===== config.mk =====
export PLATFORM = sky130hd
export DESIGN_NAME = sac_front
export DESIGN_NICKNAME = d
export VERILOG_FILES = /design/src/hdl/sac_pkg.sv /design/src/hdl/sac_front.sv
export SDC_FILE = /design/constraint.sdc
export NUM_CORES = 2
export LEC_CHECK = 0
export BUFFER_PORTS_ARGS = -buffer_cell sky130_fd_sc_hd__buf_2
export CORE_MARGIN = 4
export CORE_UTILIZATION = 40
export CTS_CLUSTER_DIAMETER = 80
export DETAILED_ROUTE_END_ITERATION = 12
export HOLD_SLACK_MARGIN = 0.12
export MAX_ROUTING_LAYER = met4
export PLACE_DENSITY = 0.64
export SLEW_MARGIN = 20
export SYNTH_ARGS = -nofsm -noshare
export SYNTH_HDL_FRONTEND = slang
export SYNTH_SLANG_ARGS = --single-unit
export TNS_END_PERCENT = 20

===== constraint.sdc =====
create_clock -name clock -period 15.1 [get_ports clock]
set_input_delay 0.755 -clock clock [delete_from_list [all_inputs] [get_ports clock]]
set_output_delay 0.755 -clock clock [all_outputs]
set_load 0.02 [all_outputs]

===== src/hdl/sac_pkg.sv =====
// ---------------------------------------------------------------------------
// sac_pkg
// Types and constants shared by the swept box collision modules.
// ---------------------------------------------------------------------------
`default_nettype none

package sac_pkg;

   localparam int DIV_STEPS  = 17;
   localparam int DIV_LAT    = DIV_STEPS + 2;
   localparam int FIFO_DEPTH = 32;
   localparam int FIFO_AW    = $clog2(FIFO_DEPTH);
   localparam int FIFO_CW    = $clog2(FIFO_DEPTH + 1);

   localparam logic [15:0]        FRAME_TIME_RESET = 16'd4096;
   localparam logic signed [18:0] T_ONE     = 19'sd65536;
   localparam logic signed [18:0] T_CLAMP   = 19'sd65537;
   localparam logic signed [18:0] T_NEG_INF = -19'sd2;
   localparam logic signed [18:0] T_POS_INF = 19'sd65538;

   localparam logic signed [1:0] NORM_POS  = 2'sb01;
   localparam logic signed [1:0] NORM_NEG  = 2'sb11;
   localparam logic signed [1:0] NORM_NONE = 2'sb00;

   typedef struct packed {
      logic               valid;
      logic signed [24:0] gx_in;
      logic signed [24:0] gx_out;
      logic signed [24:0] gy_in;
      logic signed [24:0] gy_out;
      logic signed [33:0] dx;
      logic signed [33:0] dy;
   } front_type;

   typedef struct packed {
      logic               zero;
      logic signed [18:0] value;
   } div_out_type;

   typedef struct packed {
      logic [16:0]       entry_time;
      logic              hit;
      logic signed [1:0] normal_x;
      logic signed [1:0] normal_y;
   } result_type;

endpackage

`default_nettype wire


===== src/hdl/sac_front.sv =====
// ---------------------------------------------------------------------------
// sac_front
// Takes an item, forms the facing edge gaps and the relative displacement.
// ---------------------------------------------------------------------------
`default_nettype none

module sac_front import sac_pkg::*; (
   input  wire logic               clock,
   input  wire logic               reset,
   input  wire logic               accept,
   input  wire logic [15:0]        frame_time,
   input  wire logic signed [23:0] moving_left,
   input  wire logic signed [23:0] moving_right,
   input  wire logic signed [23:0] moving_top,
   input  wire logic signed [23:0] moving_bottom,
   input  wire logic signed [15:0] moving_vel_x,
   input  wire logic signed [15:0] moving_vel_y,
   input  wire logic signed [23:0] other_left,
   input  wire logic signed [23:0] other_right,
   input  wire logic signed [23:0] other_top,
   input  wire logic signed [23:0] other_bottom,
   input  wire logic signed [15:0] other_vel_x,
   input  wire logic signed [15:0] other_vel_y,
   output front_type               front
);

   logic signed [16:0] dvx_in, dvy_in, dvx_ff, dvy_ff;
   logic [15:0]        ft_ff;
   logic               v1_ff;
   logic signed [24:0] gxi_in, gxo_in, gyi_in, gyo_in;
   logic signed [24:0] gxi_ff, gxo_ff, gyi_ff, gyo_ff;
   logic               xpos, ypos;
   front_type          front_in, front_ff;

   function automatic logic signed [24:0] gap(input logic signed [23:0] a,
                                               input logic signed [23:0] b);
      return {a[23], a} - {b[23], b};
   endfunction

   always_comb begin
      dvx_in = {moving_vel_x[15], moving_vel_x} - {other_vel_x[15], other_vel_x};
      dvy_in = {moving_vel_y[15], moving_vel_y} - {other_vel_y[15], other_vel_y};
      // Displacement is positive when the velocity difference is and time runs.
      xpos = !dvx_in[16] && (dvx_in != '0) && (frame_time != '0);
      ypos = !dvy_in[16] && (dvy_in != '0) && (frame_time != '0);
      gxi_in = xpos ? gap(other_left, moving_right)    : gap(other_right, moving_left);
      gxo_in = xpos ? gap(other_right, moving_left)    : gap(other_left, moving_right);
      gyi_in = ypos ? gap(other_bottom, moving_top)    : gap(other_top, moving_bottom);
      gyo_in = ypos ? gap(other_top, moving_bottom)    : gap(other_bottom, moving_top);
   end

   always_comb begin
      front_in.valid  = v1_ff;
      front_in.gx_in  = gxi_ff;
      front_in.gx_out = gxo_ff;
      front_in.gy_in  = gyi_ff;
      front_in.gy_out = gyo_ff;
      front_in.dx     = dvx_ff * $signed({1'b0, ft_ff});
      front_in.dy     = dvy_ff * $signed({1'b0, ft_ff});
   end

   always_ff @(posedge clock) begin
      dvx_ff   <= dvx_in;
      dvy_ff   <= dvy_in;
      ft_ff    <= frame_time;
      gxi_ff   <= gxi_in;
      gxo_ff   <= gxo_in;
      gyi_ff   <= gyi_in;
      gyo_ff   <= gyo_in;
      if (reset) begin
         v1_ff    <= 1'b0;
         front_ff <= '0;
      end else begin
         v1_ff    <= accept;
         front_ff <= front_in;
      end
   end

   assign front = front_ff;

endmodule

`default_nettype wire


==> metrics.cfg <==
[status]
status = completed

[clock_tree]
clock_path_buffers = 3
ctsResizeCount = 0
cts_setup_buffers = 0
insertion_delay_ps = 590
cts_tree = built
cts.sinks = 320
cts_max_level = 2
path_clk_slew_ps = 60
root_buffer = clkbuf_16
numCtsBuffers = 43
ctsHoldBuffers = 0

[placement]
place_hpwl_mm = 76.0
io_buffers = 443
routabilityCongestion = 0.895
placedCellCount = 5409

[worst_setup_path]
critPathArrivalTime_ps = 7720
reg2regPathDepth = 22
r2r_slack_ps = 7800
crit_path_end_kind = register
start_kind = register
crit_type = reg2reg
reg2reg_from = ft_ff[2]
regToRegEndpoint = front[67]
cp_max_fo = 25
cp.required_ps = 15520

[global_routing]
grt_overflow = 0
grt.total_usage_pct = 20.9
grt_max_degree = 95
antenna_found_initial = 25
first_global_vias = 28100
grt_pass1_wl_mm = 150

[logic_synthesis]
synth_seq_area_share_pct = 18.0
yosys_warnings = 0
async_flop_share_pct = 0
synth_seq_cells = 320
syn-cell-area_um2 = 35600
syn_inst = 3890
syn_nets = 5031
synthFlopType = dfxtp_1
postSynthAreaPerCell_um2 = 9.15
ys_types = 68
synth_edf_count = 0

[routing]
vias_per_cell = 4.86
vias = 26800
ant_nets = 0
wl_per_cell_um = 16.9
routed_wl_mm = 93.3
drc = 0
first_pass_iters = 5
drtIter0Drc = 1225

[timing]
final-hold-violation-count = 0
finalSetupViolations = 0
drv_slew = 0
rsz0062_at_grt = false
relSlewSlack_pct = 8.81
holdWs_ps = 307
period_needed_ps = 7300
fin_crit_sh_pct = 48.3
max_freq_mhz = 137
tightest_slew_ps = 1350
skew_ps = 29.9
setup_tns_ps = 0

[layout]
instances_no_fill = 5507
multi_input_area_um2 = 25600
regArea_um2 = 6410
drive_gt1_share_pct = 14.0
n_fill_cell = 8683
fin_nets = 5430
area_growth_pct = 13.9

[hold_path]
whs_path_depth = 1
hold_end = ft_ff[3]
hp-start = frame_time[3]
worstHoldPathType = in2reg

[floorplan]
rows = 109
die_area_um2 = 93900
num_io_pins = 444
core_area_um2 = 88400
die_h_um = 306
fp.dieW_um = 306
initial_core_util_pct = 40.3

[job]
max_cap_violations = 0

worst max-delay path: stages (launching register included):
cell and delay (ps):
dfxtp_1 510, buf_4 400, nand2_1 130, fa_1 510
fa_1 580, fa_1 450, fa_1 550, inv_1 50
fa_1 500, inv_1 50, fa_1 470, inv_1 40
ha_1 320, a21o_1 180, o31ai_1 510, o41ai_1 130
buf_4 180, a221o_1 380, nor4_1 400, o21ai_0 280
o31ai_1 290, xnor2_1 150, nor2_1 50
cell usage after synthesis, types with 6 or more instances:
library cell	number	area share, %
inv_1	853	9.0
fa_1	564	32
nand2_1	390	4.1
dfxtp_1	320	18
ha_1	302	11
and2_1	225	4.0
nor2b_1	144	2.5
nor2_1	143	1.5
a21oi_1	134	1.9
xnor2_1	112	2.8
clkbuf_1	109	1.1
o21ai_0	83	1.2
xor2_1	54	1.3
mux2_2	51	1.6
a21o_1	39	0.82
o21a_1	36	0.76
mux2i_1	33	0.93
nor3_1	31	0.44
a211oi_1	27	0.57
nand2b_1	25	0.44
nand3_1	25	0.35
o211ai_1	17	0.36
mux2_1	15	0.47
o21bai_1	14	0.30
a31oi_1	13	0.23
and3_1	9	0.16
nor4_1	9	0.16
or3_1	9	0.16
nand4_1	7	0.12
o31a_1	7	0.17
o31ai_1	7	0.15
a211o_1	6	0.15
o2111ai_1	6	0.15
worst max-delay path by stage:
stage / start / endpoint / cells after the start
after global placement: ft_ff[2] / front[67] / 22
after floorplan: dvx_ff[10] / front[67] / 22
final: ft_ff[2] / front[67] / 22
after CTS: ft_ff[2] / front[67] / 22
after detailed placement: ft_ff[2] / front[67] / 22
after global routing: ft_ff[4] / front[33] / 21
registers in the layout, summed over array words and instances (netlist names):
register	cells
dvx_ff	17
dvy_ff	17
front	169
ft_ff	16
gxi_ff	25
gxo_ff	25
gyi_ff	25
gyo_ff	25
v1_ff	1
layer usage:
layer / GRT usage [%] / part of all wire (%)
met1: 25.3 / 41
met2: 34.6 / 48
met3: 5.15 / 7.6
met4: 6.18 / 3.2
met5: - / 0
cell usage in the layout (no fill, tap or decap), types with 133 or more instances in the layout:
master   synthesis  final
buf_2            1    442
and2_1         225    225
nor2_1         143    143
nor2b_1        144    144
fa_1           564    564
ha_1           302    302
nand2_1        390    390
dfxtp_1        320    320
inv_1          853    853
a21oi_1        134    133
per-stage QoR:
step	util [%]	instance area, um^2	setup WS [ps]
floorplan	-	35600	8890
global placement	44.2	39000	8110
detailed placement	44.2	39000	7970
CTS	45.8	40500	7890
global route	45.9	40500	7340
finish	45.9	40600	7800
layout make-up:
type,instances,area share (%)
tap,1165,3.59
clock inverter,22,0.765
clock buffer,54,2.85
antenna,22,0.136
multi-input combinational,2603,63.0
inverter,853,7.89
timing repair buffer,468,5.94
sequential,320,15.8
logic make-up (layout without fill, tap and decap cells):
family / Yosys count / in the layout / synth area share, %
xor gates and xnor gates: 166 / 166 / 4.08
buffers and inverters: 967 / 1397 / 10.3
muxes: 101 / 101 / 3.10
other: 0 / 22 / 0
AOI/OAI and AO/OA: 427 / 427 / 7.67
and+or+nand+nor: 1043 / 1043 / 14.6
adders and majority gates: 866 / 866 / 42.3
DFF: 320 / 320 / 18.0
Power is left out: the tool's default activity adds up to more than one toggle a clock period on the data nets, which glitch-free logic cannot reach.
