**config.mk**
```make
export PLATFORM = sky130hd
export DESIGN_NAME = sac_fifo
export DESIGN_NICKNAME = d
export VERILOG_FILES = /design/src/hdl/sac_pkg.sv /design/src/hdl/sac_fifo.sv
export SDC_FILE = /design/constraint.sdc
export NUM_CORES = 1
export LEC_CHECK = 0
export BUFFER_PORTS_ARGS = -buffer_cell sky130_fd_sc_hd__buf_2
export CORE_MARGIN = 2
export CORE_UTILIZATION = 35
export DETAILED_ROUTE_END_ITERATION = 10
export MAX_ROUTING_LAYER = met4
export SLEW_MARGIN = 20
export SYNTH_ARGS = -nofsm -noshare
export SYNTH_HDL_FRONTEND = slang
export SYNTH_SLANG_ARGS = --single-unit
export TNS_END_PERCENT = 1
```
**constraint.sdc**
```tcl
create_clock -name clock -period 3.9 [get_ports clock]
set_input_delay 0.975 -clock clock [delete_from_list [all_inputs] [get_ports clock]]
set_output_delay 0.975 -clock clock [all_outputs]
set_load 0.05 [all_outputs]
```
**src/hdl/sac_pkg.sv**
```systemverilog
// ---------------------------------------------------------------------------
// sac_pkg
// Types and constants shared by the swept box collision modules.
// ---------------------------------------------------------------------------
`default_nettype none

package sac_pkg;

   localparam int DIV_STEPS  = 17;
   localparam int DIV_LAT    = DIV_STEPS + 2;
   localparam int FIFO_DEPTH = 32;
   localparam int FIFO_AW    = $clog2(FIFO_DEPTH);
   localparam int FIFO_CW    = $clog2(FIFO_DEPTH + 1);

   localparam logic [15:0]        FRAME_TIME_RESET = 16'd4096;
   localparam logic signed [18:0] T_ONE     = 19'sd65536;
   localparam logic signed [18:0] T_CLAMP   = 19'sd65537;
   localparam logic signed [18:0] T_NEG_INF = -19'sd2;
   localparam logic signed [18:0] T_POS_INF = 19'sd65538;

   localparam logic signed [1:0] NORM_POS  = 2'sb01;
   localparam logic signed [1:0] NORM_NEG  = 2'sb11;
   localparam logic signed [1:0] NORM_NONE = 2'sb00;

   typedef struct packed {
      logic               valid;
      logic signed [24:0] gx_in;
      logic signed [24:0] gx_out;
      logic signed [24:0] gy_in;
      logic signed [24:0] gy_out;
      logic signed [33:0] dx;
      logic signed [33:0] dy;
   } front_type;

   typedef struct packed {
      logic               zero;
      logic signed [18:0] value;
   } div_out_type;

   typedef struct packed {
      logic [16:0]       entry_time;
      logic              hit;
      logic signed [1:0] normal_x;
      logic signed [1:0] normal_y;
   } result_type;

endpackage

`default_nettype wire

```
**src/hdl/sac_fifo.sv**
```systemverilog
// ---------------------------------------------------------------------------
// sac_fifo
// Result queue between the back end and the result port.
// ---------------------------------------------------------------------------
`default_nettype none

module sac_fifo import sac_pkg::*; (
   input  wire logic       clock,
   input  wire logic       reset,
   input  wire logic       wr_valid,
   input  wire result_type wr_data,
   input  wire logic       rd_pop,
   output result_type      rd_data,
   output logic            empty
);

   result_type           mem_ff [FIFO_DEPTH];
   logic [FIFO_AW-1:0]   wptr_ff, rptr_ff;
   logic [FIFO_CW-1:0]   cnt_ff;
   logic                 do_pop;

   assign empty   = (cnt_ff == '0);
   assign do_pop  = rd_pop && !empty;
   assign rd_data = mem_ff[rptr_ff];

   always_ff @(posedge clock) begin
      if (wr_valid) begin
         mem_ff[wptr_ff] <= wr_data;
      end
   end

   always_ff @(posedge clock) begin
      if (reset) begin
         wptr_ff <= '0;
         rptr_ff <= '0;
         cnt_ff  <= '0;
      end else begin
         if (wr_valid) begin
            wptr_ff <= wptr_ff + 1'b1;
         end
         if (do_pop) begin
            rptr_ff <= rptr_ff + 1'b1;
         end
         cnt_ff <= cnt_ff + FIFO_CW'(wr_valid) - FIFO_CW'(do_pop);
      end
   end

endmodule

`default_nettype wire

```
==> results.sh, run 1 <==
export IMPL_critPathKind="register to output pin"
export IMPL_syn_area_per_cell_um2=19.86
export IMPL_whs_ps=513.1
export IMPL_clock_fmax_mhz=264.6
export IMPL_placeableCoreArea_um2=78870
export IMPL_drive_above_1_share_pct=22.32
export IMPL_hold_path_class="register to register"
export IMPL_synth_cells=1404
export IMPL_syn_to_final_growth_pct=14.78
export IMPL_viasPerCell=5.187
export IMPL_clk_latency_ps=610
export IMPL_drt_wl_total_um=63170
export IMPL_root_buffer="clkbuf_16"
export IMPL_synth_flop_cell="edfxtp_1"
export IMPL_hpwl_um=36810
export IMPL_synthArstFlopShare_pct=0
export IMPL_finalSetupViolations=0
export IMPL_synth_top_family_by_area="multiplexers"
export IMPL_cp_end_kind="output pin"
export IMPL_cp_required_ps=2920
export IMPL_p_leak_nw=9.567
export IMPL_synthesis_nets=1444
export IMPL_fill_cells=6948
export IMPL_yosys_warnings=0
export IMPL_initial_utilization_pct=35.35
export IMPL_gp_congestion=0.7525
export IMPL_hold_buffers=0
export IMPL_p_per_area_nw_per_um2=535.8
export IMPL_io_pin_count=49
export IMPL_cts_sinks=725
export IMPL_synth_fa_ha_area_share_pct=0.6552
export IMPL_min_period_over_period_pct=96.91
export IMPL_portBuffers=48
export IMPL_final_cell_count_no_fill=2611
export IMPL_ff2ff_path_depth=14
export IMPL_antenna_left=0
export IMPL_worstPathArrival_ps=2800
export IMPL_overflow=0
export IMPL_ys_seq_area_share_pct=77.33
export IMPL_clockBufferDepth=3
export IMPL_multi_input_area_um2=6030
export IMPL_grt_start_max_net_pins=75
export IMPL_hold_viol_final=0
export IMPL_ys_ff_latch=725
export IMPL_syn_area_um2=27880
export IMPL_fin_setup_tns_ps=0
export IMPL_nets=1553
export IMPL_seq_area_um2=21570
export IMPL_grt_use_total_pct=15.91
export IMPL_grt_pass1_wl_um=93050
export IMPL_synth_compound_area_share_pct=3.765
export IMPL_worst_slew_pin_slew_ps=667.7
export IMPL_yosys_area_share_simple_pct=2.809
export IMPL_start_kind="register"
export IMPL_power_mw=17.15
export IMPL_slew_violations=0
export IMPL_cts_max_level=3
export IMPL_period_needed_ps=3779
export IMPL_rows=103
export IMPL_antenna_found_initial=7
export IMPL_design_die_area_um2=81940
export IMPL_synth_edf_count=704
export IMPL_drt_pre_antenna_iters=7
export IMPL_place_inst=2488
export IMPL_rsz0062_at_grt="true"
export IMPL_r2r_setup_slack_ps=1190
export IMPL_cts_tree="yes"
export IMPL_wl_per_cell_um=24.19
export IMPL_post_route_util_pct=40.58
export IMPL_outcome="complete, no violations"
export IMPL_vias=13542
export IMPL_grt_pass1_vias=13829
export IMPL_irDropWorstVdd_mv=0.3310
export IMPL_drt_initial_drc_count=1436
export IMPL_cp_max_fo=22
export IMPL_synth_xor_area_share_pct=0.2827
export IMPL_relSlewSlack_pct=55.48
export IMPL_die_w_um=286.2
export IMPL_cts_made_buffers=70
export IMPL_die_h_um=286.2
export IMPL_skew_ps=19.60
export IMPL_max_cap_violations=0
export IMPL_synthMuxAreaShare_pct=13.46
export IMPL_path_clk_slew_ps=60
export IMPL_hold_path_depth=2
export IMPL_drc_errors=0
export IMPL_ys_types=38
cell type report:
type | count | area share [%]
Clock buffer | 87 | 5.739
Antenna cell | 6 | 0.04692
Multi-Input combinational cell | 586 | 18.84
Inverter | 15 | 0.1759
Timing Repair Buffer | 115 | 3.065
Tap cell | 1050 | 4.105
Sequential cell | 725 | 67.39
Clock inverter | 27 | 0.6334
worst max-delay path, stage by stage, from the launching register on:
cell and delay [ps]:
dfxtp_4 470, buf_6 330, mux4_2 560, a22oi_1 370, nand4_1 180, buf_2 260
cell usage in the layout, fill, tap and decap left out, types with 3 or more instances in the layout:
| master | instances |
|---|---|
| a21oi_1 | 3 |
| a22oi_1 | 119 |
| a22oi_2 | 13 |
| buf_12 | 16 |
| buf_2 | 44 |
| buf_4 | 52 |
| clkbuf_1 | 16 |
| clkbuf_16 | 71 |
| clkinv_1 | 12 |
| clkinv_2 | 4 |
| dfxtp_1 | 19 |
| diode_2 | 6 |
| edfxtp_1 | 704 |
| ha_1 | 13 |
| inv_1 | 15 |
| inv_6 | 6 |
| mux2i_1 | 177 |
| mux4_2 | 88 |
| nand2_1 | 11 |
| nand3_1 | 48 |
| nand3b_1 | 3 |
| nand4_1 | 25 |
| nor2_1 | 15 |
| nor2_2 | 35 |
| xor2_1 | 7 |
Yosys cell counts, types with 2 or more instances:
library cell / instances / area (µm²)
edfxtp_1: 704 / 21140
nor2b_1: 4 / 25.02
dfxtp_1: 21 / 420.4
nand3_1: 48 / 240.2
a22oi_1: 132 / 991.0
nand2_1: 11 / 41.29
ha_1: 13 / 162.7
xor2_1: 7 / 61.31
clkbuf_1: 23 / 86.33
and2_1: 3 / 18.77
buf_6: 7 / 78.83
xnor2_1: 2 / 17.52
nor4_1: 2 / 12.51
buf_2: 42 / 210.2
nand3b_1: 3 / 22.52
buf_4: 5 / 37.54
or3b_2: 2 / 17.52
mux4_2: 88 / 1982
nor3_1: 2 / 10.01
o21a_1: 2 / 15.01
a21oi_1: 3 / 15.01
nand4_1: 25 / 156.4
mux2i_1: 177 / 1772
inv_1: 15 / 56.30
nor2_1: 50 / 187.7
per-stage QoR:
| step | setup WS (ps) | area (µm²) |
|---|---|---|
| 2_1_floorplan | 1021 | 27880 |
| 3_3_place_gp | 493.9 | 29850 |
| 3_5_place_dp | 496.5 | 29850 |
| 4_1_cts | 13.31 | 31960 |
| 5_1_grt | -24.78 | 32000 |
| 6_report | 120.7 | 32000 |
cells by family after synthesis:
kind of cell / after synthesis
AO/OA/AOI/OAI: 141
XOR/XNOR: 9
adder cells (fa/ha/maj): 14
buffers and inverters: 93
flip-flops: 725
multiplexers: 265
AND/OR/NAND/NOR: 157
path summary, 6_finish.rpt:
check | to | start
min | register | rptr_ff[1]
max | rd_data[14] | register
min reg2reg | register | rptr_ff[1]
max reg2reg | cnt_ff[4] | cnt_ff[2]
metal layers:
metal / wire length [µm] / global-route usage, % / vias to the layer above
met3: 3751 / 2.989 / 85
met1: 27530 / 20.90 / 7102
li1: - / - / 5975
met2: 30590 / 25.29 / 380
met5: 0 / - / -
met4: 1299 / 4.673 / 0
repair_timing:
item                       in CTS  in global routing
setup endpoints to repair      16                  8
buffers inserted                4                  0
pin swaps                       0                  1
gates resized for setup         9                  6
report_power, final:
group	leakage (nW)	internal [mW]	switching, mW	total (mW)
Combinational	2.06	0.803	1.44	2.24
Clock	0.992	3.47	2.75	6.22
Sequential	6.52	8.63	0.0575	8.69
registers in the layout, indices dropped and copies added (netlist names), named ones only:
name     cells
mem_ff     704
cnt_ff       6
rptr_ff      5
wptr_ff      5
Power figures use the tool's default switching activity.
==> run 2, diff against run 1 <==
- CORE_ASPECT_RATIO: default -> 1.75
==> run 2 against run 1 <==
Against the previous run: combinational power is 4% lower; highest routed layer unchanged; largest cell class unchanged; core utilization is 0.58 points lower; worst hold slack worse by 8.9 ps; via count is 0.21% higher.
==> results.sh, run 2 (synthesis gave the netlist of run 1 again) <==
export IMPL_drt_pre_antenna_iters=5
export IMPL_hpwl_um=41090
export IMPL_wl_per_cell_um=25.33
export IMPL_finalSetupViolations=0
export IMPL_timing_rr_start="cnt_ff[4]"
export IMPL_r2r_setup_slack_ps=1110
export IMPL_highest_layer="met4"
export IMPL_hold_path_class="register to register"
export IMPL_fin_setup_tns_ps=0
export IMPL_routed_wl_met3_um=2687
export IMPL_wl_met1_um=24430
export IMPL_min_period_over_period_pct=98.82
export IMPL_initial_utilization_pct=35.13
export IMPL_worst_slew_pin_slew_ps=1053
export IMPL_start_kind="register"
export IMPL_cts_made_buffers=56
export IMPL_dp_slack_ps=747.9
export IMPL_layout_commonest_cell="edfxtp_1"
export IMPL_syn_to_final_growth_pct=13.86
export IMPL_gp_congestion=0.8172
export IMPL_grt_pass1_wl_um=96230
export IMPL_whs_ps=504.2
export IMPL_critPathBufInv=3
export IMPL_skew_ps=21.20
export IMPL_grt_start_max_net_pins=50
export IMPL_rows=137
export IMPL_antenna_found_initial=1
export IMPL_hold_path_depth=2
export IMPL_antenna_left=0
export IMPL_design_area_um2=31750
export IMPL_io_pin_count=49
export IMPL_p_leak_nw=9.469
export IMPL_ff2ff_path_depth=14
export IMPL_cp_common_cell="buf_4"
export IMPL_max_cap_violations=0
export IMPL_mostFrequentLayoutCells="704 x edfxtp_1, 177 x mux2i_1, 132 x a22oi_1, 88 x mux4_2"
export IMPL_clockBufferDepth=3
export IMPL_design_die_area_um2=82020
export IMPL_rsz0062_at_grt="false"
export IMPL_cp_max_fo=13
export IMPL_largest_reg_flops=704
export IMPL_clock_fmax_mhz=259.5
export IMPL_slew_violations=0
export IMPL_die_h_um=377.4
export IMPL_cp_required_ps=2920
export IMPL_crit_chain="nor2b_2, buf_4, buf_4, nand3_1, nand4_1, buf_2"
export IMPL_top_regs="mem_ff (704), cnt_ff (6)"
export IMPL_setup_slack_ps=46.10
export IMPL_reg2reg_to="cnt_ff[4]"
export IMPL_worstPathArrival_ps=2880
export IMPL_p_per_area_nw_per_um2=518.6
export IMPL_drive_above_1_share_pct=21.76
export IMPL_period_needed_ps=3854
export IMPL_drt_wl_total_um=65760
export IMPL_root_buffer="clkbuf_16"
export IMPL_largest_register="mem_ff"
export IMPL_vias=13570
export IMPL_outcome="complete, no violations"
export IMPL_min_from="rptr_ff[1]"
export IMPL_irDropWorstVdd_mv=0.3284
export IMPL_hold_viol_final=0
export IMPL_cts_tree="yes"
export IMPL_slowest_delay_ps=900
export IMPL_cp_top_family="simple AND/OR/NAND/NOR gates"
export IMPL_viasPerCell=5.227
export IMPL_drc_errors=0
export IMPL_crit_slowest_cell="nor2b_2"
export IMPL_drt_initial_drc_count=1283
export IMPL_clk_latency_ps=620
export IMPL_placeableCoreArea_um2=79360
export IMPL_postCtsSetupBuffers=0
export IMPL_placed_cell_area_um2=29970
export IMPL_cts_max_level=2
export IMPL_overflow=0
export IMPL_critPathKind="register to output pin"
export IMPL_wl_met2_um=36210
export IMPL_portBuffers=48
export IMPL_path_clk_slew_ps=70
export IMPL_cp_end_kind="output pin"
export IMPL_die_w_um=217.4
export IMPL_grt_pass1_vias=14443
export IMPL_cts_sinks=725
export IMPL_grt_use_total_pct=16.56
export IMPL_nets=1550
export IMPL_relSlewSlack_pct=29.45
[run 2: power by group]
part	internal, mW	switching (mW)
combinational	0.735	1.42
sequential	8.62	0.0482
clock	3.00	2.63
total	12.4	4.10
[run 2: per-layer routing]
metal	up-vias	track usage, %
met5	-	-
met4	0	6.332
met3	129	1.707
met2	363	30.21
met1	7119	18.55
li1	5959	-
[run 2: worst register-to-register path, cell delays in order, from the launching register on]
cell,delay [ps]
dfxtp_1,310
inv_1,80
ha_1,140
nand4bb_1,300
nand2_1,240
inv_1,60
ha_1,270
inv_1,60
ha_1,160
inv_1,70
fa_1,430
nand2b_1,160
a21oi_1,210
o21a_1,140
nor3_1,40
[run 2: cell type report]
| class | count | area, µm² |
|---|---|---|
| multi-input cells | 586 | 5964 |
| clock buffers | 64 | 1453 |
| well taps | 1042 | 1304 |
| inverters | 15 | 56.30 |
| diodes | 1 | 2.502 |
| repair buffers | 126 | 1080 |
| flip-flops and latches | 725 | 21570 |
| fillers | 6939 | 47620 |
| clock inverters | 37 | 317.8 |
[run 2: repair_timing]
item                       in CTS  in global routing
gates resized for setup         0                  1
setup endpoints to repair       0                  2
hold buffers                    0                  0
[run 2: worst max-delay path by stage]
stage / startpoint / end / slack [ps] / cells past startpoint
global route: register / rd_data[2] / 2 / 6
CTS: register / rd_data[21] / 90 / 6
finish: register / rd_data[15] / 50 / 6
global placement: register / rd_data[12] / 740 / 6
detailed placement: register / rd_data[12] / 750 / 6
floorplan: wr_valid / mem_ff[15][0] / 1020 / 3
[run 2: metrics by stage]
step,std cells,utilization [%],total power [mW]
after floorplan,1404,-,10.31
after global placement,2494,37.76,10.98
after detailed placement,2494,37.76,11.02
after CTS,2595,39.99,16.61
after global routing,2596,40.00,17.00
final,2596,40.00,16.46
==> run 3, diff against run 2 <==
--- a/config.mk
+++ b/config.mk
@@ -13,2 +13,3 @@
 export MAX_ROUTING_LAYER = met4
+export SETUP_SLACK_MARGIN = 0.15
 export SLEW_MARGIN = 20
--- a/constraint.sdc
+++ b/constraint.sdc
@@ -3,2 +3,2 @@
 set_output_delay 0.975 -clock clock [all_outputs]
-set_load 0.05 [all_outputs]
+set_load 0.01 [all_outputs]
==> run 3 against run 2 <==
Against the previous run: sequential cell count is the same; design area hardly changed; first-iteration DRC count fell by 12%; setup slack improved by 200 ps; sequential share of layout area about the same; register-to-register slack improved by 30 ps; clock skew is 3.8 ps lower; core utilization is essentially flat; combinational power is 17% lower; critical path depth fell by 1; fmax grew 5.3%; non-clock buffer count shrank 7; largest power group unchanged.
==> results.sh, run 3 (synthesis gave the netlist of run 1 again) <==
export IMPL_io_pin_count=49
export IMPL_min_period_over_period_pct=93.81
export IMPL_nets=1544
export IMPL_power_switching_mw=3.714
export IMPL_antenna_left=0
export IMPL_mostFrequentLayoutCells="704 x edfxtp_1, 177 x mux2i_1, 131 x a22oi_1, 88 x mux4_2, 59 x clkbuf_16"
export IMPL_largest_register="mem_ff"
export IMPL_cts_sinks=725
export IMPL_design_die_area_um2=82020
export IMPL_vias=13476
export IMPL_drt_wl_total_um=63830
export IMPL_slew_violations=0
export IMPL_cp_end_kind="output pin"
export IMPL_grt_start_max_net_pins=62
export IMPL_viasPerCell=5.195
export IMPL_worstPathArrival_ps=2680
export IMPL_met1_usage_pct=17.97
export IMPL_die_h_um=377.4
export IMPL_path_clk_slew_ps=70
export IMPL_p_comb_share_pct=11.1
export IMPL_p_per_area_nw_per_um2=508.7
export IMPL_cts_tree="yes"
export IMPL_cp_max_fo=38
export IMPL_irDropWorstVdd_mv=0.3419
export IMPL_cp_required_ps=2920
export IMPL_grtUsageMet2_pct=29.05
export IMPL_p_int_mw=12.43
export IMPL_seq_power_share_pct=53.7
export IMPL_layout_commonest_cell="edfxtp_1"
export IMPL_grt_use_total_pct=16.05
export IMPL_grt_util_met3_pct=1.892
export IMPL_fin_setup_tns_ps=0
export IMPL_die_w_um=217.4
export IMPL_drive_above_1_share_pct=21.37
export IMPL_top_regs="mem_ff (704), cnt_ff (6)"
export IMPL_grt_busiest_layer="met2"
export IMPL_crit_chain="buf_12, mux4_2, a22oi_1, nand4_1, buf_2"
export IMPL_hold_path_class="register to register"
export IMPL_syn_to_final_growth_pct=13.80
export IMPL_drt_pre_antenna_iters=4
export IMPL_start_kind="register"
export IMPL_overflow=0
export IMPL_antenna_found_initial=3
export IMPL_fill_cells=6967
export IMPL_relSlewSlack_pct=36.57
export IMPL_postCtsSetupBuffers=0
export IMPL_critPathBufInv=2
export IMPL_rsz0062_at_grt="true"
export IMPL_hold_viol_final=0
export IMPL_root_buffer="clkbuf_16"
export IMPL_initial_utilization_pct=35.13
export IMPL_grt_pass1_vias=14344
export IMPL_period_needed_ps=3658
export IMPL_critPathKind="register to output pin"
export IMPL_wl_per_cell_um=24.61
export IMPL_finalSetupViolations=0
export IMPL_clockBufferDepth=3
export IMPL_crit_slowest_cell="mux4_2"
export IMPL_drc_errors=0
export IMPL_worst_slew_pin_slew_ps=947.1
export IMPL_clock_fmax_mhz=273.3
export IMPL_max_cap_violations=0
export IMPL_cts_made_buffers=57
export IMPL_portBuffers=48
export IMPL_gp_congestion=0.8240
export IMPL_cts_max_level=2
export IMPL_largest_reg_flops=704
export IMPL_clk_latency_ps=610
export IMPL_outcome="complete, no violations"
export IMPL_placeableCoreArea_um2=79360
export IMPL_hpwl_um=39660
export IMPL_post_route_util_pct=39.98
export IMPL_cp_top_family="multiplexers"
export IMPL_p_leak_nw=9.461
export IMPL_hold_buffers=0
export IMPL_swShare_pct=23.01
export IMPL_grt_pass1_wl_um=93990
export IMPL_pwr_share_clk_pct=35.2
export IMPL_drt_initial_drc_count=1127
export IMPL_slowest_delay_ps=550
export IMPL_skew_ps=17.43
export IMPL_rows=137
==> run 3: worst paths after layout <==
check                  start         end  slack (ps)  cells past startpoint
setup / recovery    register  rd_data[3]         240                      5
hold / removal    rptr_ff[1]    register         540                      2
setup reg to reg   cnt_ff[2]   cnt_ff[4]        1140                     14
hold reg to reg   rptr_ff[1]    register         540                      2
==> run 3: cell type report <==
class / instances / area (µm²) / area share, %
tap: 1042 / 1304 / 4.109
multi-input combinational: 586 / 5974 / 18.83
sequential: 725 / 21570 / 67.98
timing repair buffer: 119 / 1010 / 3.182
clock inverter: 26 / 200.2 / 0.6309
antenna: 3 / 7.507 / 0.02366
clock buffer: 78 / 1608 / 5.067
inverter: 15 / 56.30 / 0.1775
==> run 3: timing repair <==
item                                    CTS  global route
pin swaps                                 0             1
endpoints found under the setup margin    1             8
resized for setup                         1             4
endpoints found under the hold margin     0             0
==> run 3: per-layer routing <==
| layer | wire, µm | share of wire, % |
|---|---|---|
| met1 | 24160 | 38 |
| met2 | 34680 | 54 |
| met4 | 2383 | 3.7 |
| met3 | 2603 | 4.1 |
| met5 | 0 | 0 |
==> run 3: worst min-delay path: stages (launching register included) <==
cell and delay (ps):
dfxtp_1 330, nand2_1 60, a21oi_1 100
==> run 3: through the flow <==
step | setup WS, ps | hold slack [ps] | power, mW | instances | instance area [µm²]
2_1_floorplan | 1021 | 462.5 | 9.969 | 1404 | 27880
3_3_place_gp | 802.3 | 525.0 | 10.63 | 2487 | 29890
3_5_place_dp | 792.8 | 529.0 | 10.67 | 2487 | 29890
4_1_cts | 158.1 | 542.5 | 16.30 | 2591 | 31700
5_1_grt | 129.2 | 567.2 | 16.68 | 2594 | 31730
6_report | 241.5 | 538.4 | 16.14 | 2594 | 31730
==> run 3: power groups by stage <==
stage | logic [mW] | clock network [mW] | registers [mW]
after floorplan | 1.14 | 0 | 8.83
after global placement | 1.79 | 0 | 8.84
after detailed placement | 1.82 | 0 | 8.84
after CTS | 1.82 | 5.80 | 8.67
after global routing | 1.96 | 6.05 | 8.68
final | 1.79 | 5.68 | 8.67
